**config.mk**
```make
export PLATFORM = sky130hd
export DESIGN_NAME = qte_queue
export DESIGN_NICKNAME = d
export VERILOG_FILES = /design/src/hw/rtl/qte_pkg.sv /design/src/hw/rtl/qte_queue.sv
export SDC_FILE = /design/constraint.sdc
export NUM_CORES = 1
export LEC_CHECK = 0
export BUFFER_PORTS_ARGS = -buffer_cell sky130_fd_sc_hd__clkbuf_2
export CAP_MARGIN = 20
export CORE_UTILIZATION = 40
export CTS_CLUSTER_DIAMETER = 100
export CTS_CLUSTER_SIZE = 25
export DETAILED_ROUTE_END_ITERATION = 12
export HOLD_SLACK_MARGIN = 0.03
export PLACE_DENSITY = 0.64
export SLEW_MARGIN = 20
export SYNTH_ARGS = -nofsm -noshare
export SYNTH_HDL_FRONTEND = slang
export SYNTH_SLANG_ARGS = --single-unit
```
**constraint.sdc**
```tcl
create_clock -name clk_i -period 12.2 [get_ports clk_i]
set_input_delay 1.83 -clock clk_i [delete_from_list [all_inputs] [get_ports clk_i]]
set_output_delay 1.83 -clock clk_i [all_outputs]
set_load 0.02 [all_outputs]
```
**src/hw/rtl/qte_pkg.sv**
```systemverilog
package qte_pkg;

  localparam int ANGLE_FRAC_BITS   = 7;
  localparam int CORDIC_ITERATIONS = 16;
  localparam int INT_FRAC          = 20;
  localparam int RND_SHIFT         = INT_FRAC - ANGLE_FRAC_BITS;

  localparam int TERM_W  = 34;
  localparam int VEC_W   = 38;
  localparam int ANG_W   = 30;
  localparam int ITER_W  = 5;
  localparam int ITER_N  = (CORDIC_ITERATIONS > 24) ? 24 : CORDIC_ITERATIONS;

  localparam logic signed [ANG_W-1:0] DEG90  = ANG_W'(90 * (1 << INT_FRAC));
  localparam logic signed [ANG_W-1:0] DEG180 = ANG_W'(180 * (1 << INT_FRAC));
  localparam logic signed [TERM_W-1:0] ONE_Q30 = TERM_W'(1 << 30);
  localparam logic signed [14:0] PITCH_LIM = 15'(90 * (1 << ANGLE_FRAC_BITS));

  localparam logic CFG_YAW_OFFSET    = 1'b0;
  localparam logic CFG_OFFSET_ENABLE = 1'b1;

  typedef struct packed {
    logic signed [TERM_W-1:0] sinr;
    logic signed [TERM_W-1:0] cosr;
    logic signed [TERM_W-1:0] sinp;
    logic signed [TERM_W-1:0] siny;
    logic signed [TERM_W-1:0] cosy;
    logic                     clamp;
  } entry_t;

  typedef struct packed {
    logic start;
    logic step;
    logic [ITER_W-1:0] iter;
  } lane_ctl_t;

  function automatic logic signed [ANG_W-1:0] atan_tab(input logic [ITER_W-1:0] idx);
    logic signed [ANG_W-1:0] v;
    case (idx)
      5'd0:  v = 30'sd47185920;
      5'd1:  v = 30'sd27855475;
      5'd2:  v = 30'sd14718068;
      5'd3:  v = 30'sd7471121;
      5'd4:  v = 30'sd3750058;
      5'd5:  v = 30'sd1876857;
      5'd6:  v = 30'sd938658;
      5'd7:  v = 30'sd469357;
      5'd8:  v = 30'sd234682;
      5'd9:  v = 30'sd117342;
      5'd10: v = 30'sd58671;
      5'd11: v = 30'sd29335;
      5'd12: v = 30'sd14668;
      5'd13: v = 30'sd7334;
      5'd14: v = 30'sd3667;
      5'd15: v = 30'sd1833;
      5'd16: v = 30'sd917;
      5'd17: v = 30'sd458;
      5'd18: v = 30'sd229;
      5'd19: v = 30'sd115;
      5'd20: v = 30'sd57;
      5'd21: v = 30'sd29;
      5'd22: v = 30'sd14;
      5'd23: v = 30'sd7;
      default: v = '0;
    endcase
    return v;
  endfunction

  function automatic logic signed [ANG_W-1:0] to_out(input logic signed [ANG_W-1:0] ang,
                                                     input logic signed [ANG_W-1:0] lim);
    logic signed [ANG_W-1:0] a;
    logic signed [ANG_W:0]   r;
    a = ang;
    if (a > lim) a = lim;
    if (a < -lim) a = -lim;
    r = (ANG_W+1)'(a) + (ANG_W+1)'(1 << (RND_SHIFT - 1));
    r = r >>> RND_SHIFT;
    return r[ANG_W-1:0];
  endfunction

endpackage

```
**src/hw/rtl/qte_queue.sv**
```systemverilog
module qte_queue (
  input  logic            clk_i,
  input  logic            rst_ni,
  input  logic            push_i,
  input  qte_pkg::entry_t entry_i,
  output logic            full_o,
  input  logic            pop_i,
  output logic            empty_o,
  output qte_pkg::entry_t entry_o
);

  qte_pkg::entry_t mem_q [2];
  logic       wr_q, rd_q;
  logic [1:0] cnt_q;

  assign full_o  = cnt_q == 2'd2;
  assign empty_o = cnt_q == 2'd0;
  assign entry_o = mem_q[rd_q];

  always_ff @(posedge clk_i) begin
    if (push_i) begin
      mem_q[wr_q] <= entry_i;
    end
  end

  always_ff @(posedge clk_i or negedge rst_ni) begin
    if (!rst_ni) begin
      wr_q  <= 1'b0;
      rd_q  <= 1'b0;
      cnt_q <= 2'd0;
    end else begin
      if (push_i) wr_q <= !wr_q;
      if (pop_i) rd_q <= !rd_q;
      cnt_q <= cnt_q + 2'(push_i) - 2'(pop_i);
    end
  end

endmodule

```
==> impl_results.md <==
* HP Class: flop to flop
* Crit Path Class: flop to primary output
* DR pass1 iterations at 4
* Vias in the first global route at 6398
* TNS Setup at 0 ps
* Vias/cell at 4.76
* Warnings from Yosys at 0
* Fmax at 0.199 GHz
* Area leader, netlist: edfxtp_1
* WL/cell at 18.4 um
* DP Wirelength at 15700 um
* Count of final setup violators at 0
* Syn Nets at 724
* Total grt overflow at 0
* Clock Path Buffers at 3
* # IOs at 348
* Tmin final at 5020 ps
* Hold_sp: wr_q
* Clk_lat worst skew at 500 ps
* Startpoint Class: flop
* DRC violations left at 0
* CP Max Fanout at 54
* Mapped Area at 0.0128 mm2
* Hold slack at 554 ps
* Worst-case headroom to the max-slew limit at 19.4%
* Unrepaired setup endpoints after global routing: no
* CTS tree: built
* Flops & latches, synth at 346
* Fin crit share at 41.2%
* CTS Sinks at 346
* PostCTS Resize Cnt at 0
* Clock Skew at 8.89 ps
* Fraction of layout cells with a size suffix above 1 at 60.2%
* CP Capture Type: primary output
* Die Span Y at 181 um
* Clock Pin Slew Worst Setup and Hold Paths at 90 ps
* Leak at 6.03 nW
* Aggregate routed wire length at 24000 um
* Worst Max-Slew Pin Slew at 1210 ps
* Final RePlAce weighted congestion at 0.740
* RR Startpoint: wr_q
* Post-CTS setup buffers at 0
* DIE AREA at 0.0328 mm2
* Slew Viols, Final at 0
* Rows at 65
* CP startpoint: rd_q
* Most common cell after layout, fill and taps aside: clkbuf_2
* Initial antenna violation count at 1
* Via count at 6211
* Maximum VDD drop at 0.167 mV
* CP arrival at 3190 ps
* Die span in x at 181 um
* Area grow syn2layout at 20.4%
* Syn_area_per_cell at 23.5 um2
* DRT antenna net count at 0
* First-pass GRT wire length at 35900 um
* Outcome: completed
* Fillers at 2669
* Register area share after synthesis at 80.7%
* Initial DRC Count at 357
* Top cell type's share of synthesized area at 79.9%
* Post-layout nets at 1076
* Num CTS Buffers at 17
* Max Cap Violations at 0
* Final Hold Viols at 0
* Root buffer cell: clkbuf_16
* Reg area at 0.0104 mm2
* Area of the core at 0.0316 mm2
* Hold buffers post-CTS at 0
* H-tree Lvls at 1
* Power Density at 229 mW/mm2
* Multi-input gate area at 0.00232 mm2
* Yosys cell types at 13
* CP Data Required Time at 10370 ps
* Most frequent cells in the layout: clkbuf_2 (347), edfxtp_1 (342), mux2_2 (91)
* Final Core Density at 49.0%
* Total GRT Usage at 14.2%
* Cells after Synth at 547
* Area contributors post-synth: edfxtp_1 (80%), mux2_4 (9.3%), mux2_2 (8.0%)
* Initial Util at 40.7%
* Largest net degree at the start of global routing at 172
* Buffers added on ports at 347
-- path summary, 6_finish.rpt --
kind                       slack [ps]           end  cells past startpoint
setup / recovery                 7180    entry_o[4]                      3
setup reg to reg                 9880  mem_q[1][83]                      2
min in group asynchronous        1120      cnt_q[0]                      1
hold / removal                    550          wr_q                      1
hold reg to reg                   550          wr_q                      1
max in group asynchronous       10950          rd_q                      1
-- per-layer routing --
layer | track usage (%) | share of wire, % | wire, um
met1 | 17.7 | 41 | 9810
met2 | 24.0 | 49 | 11700
met4 | 3.36 | 1.6 | 372
met3 | 4.39 | 8.7 | 2080
met5 | 0 | 0 | 0
-- stage by stage --
step / std cells / area (um2) / worst slack [ps] / power, mW
finish: 1306 / 15500 / 7180 / 3.55
global placement: 1282 / 15000 / 7710 / 2.97
global route: 1305 / 15500 / 7030 / 3.71
detailed placement: 1282 / 15000 / 7710 / 2.98
floorplan: 547 / 12800 / 2260 / 2.65
CTS: 1305 / 15500 / 7140 / 3.60
-- sequential cells by signal (all words and copies together) (netlist names) --
signal	count
mem_q	342
cnt_q	2
rd_q	1
wr_q	1
-- synth_stat cells --
library cell / number
mux2_4: 80
ha_1: 2
buf_6: 10
dfrtp_1: 4
xor2_1: 2
nor2_1: 1
inv_1: 2
and2_1: 1
buf_2: 9
edfxtp_1: 342
xor3_1: 1
mux2_2: 91
nor2b_1: 2
-- where the power goes --
group          leakage (nW)  total [mW]  internal [mW]  switching (mW)
Clock                 0.230       0.619          0.279           0.340
Sequential             3.26        1.68           1.58          0.0987
Combinational          2.55        1.25          0.528           0.724
Total                  6.03        3.55           2.38            1.16
-- critical path: stages (launching register included) --
cell and delay (ps):
dfrtp_4 1070, buf_4 860, mux2_2 460, clkbuf_2 170
-- logic make-up after synthesis --
| group | count (synthesis) | synth area share, % |
|---|---|---|
| flip-flops | 346 | 80.7 |
| multiplexers | 171 | 17.3 |
| buffers and inverters | 21 | 1.29 |
| AND/OR/NAND/NOR | 4 | 0.175 |
| XOR/XNOR | 3 | 0.321 |
| adder cells (fa/ha/maj) | 2 | 0.195 |
-- layout make-up --
cell class	count	share of cell area [%]
multi-input combinational	180	15.0
inverter	2	0.0485
clock inverter	1	0.194
clock buffer	22	2.87
timing repair buffer	352	11.5
tap	402	3.25
sequential	346	67.0
antenna	1	0.0162
(Power assumes the default switching activity.)
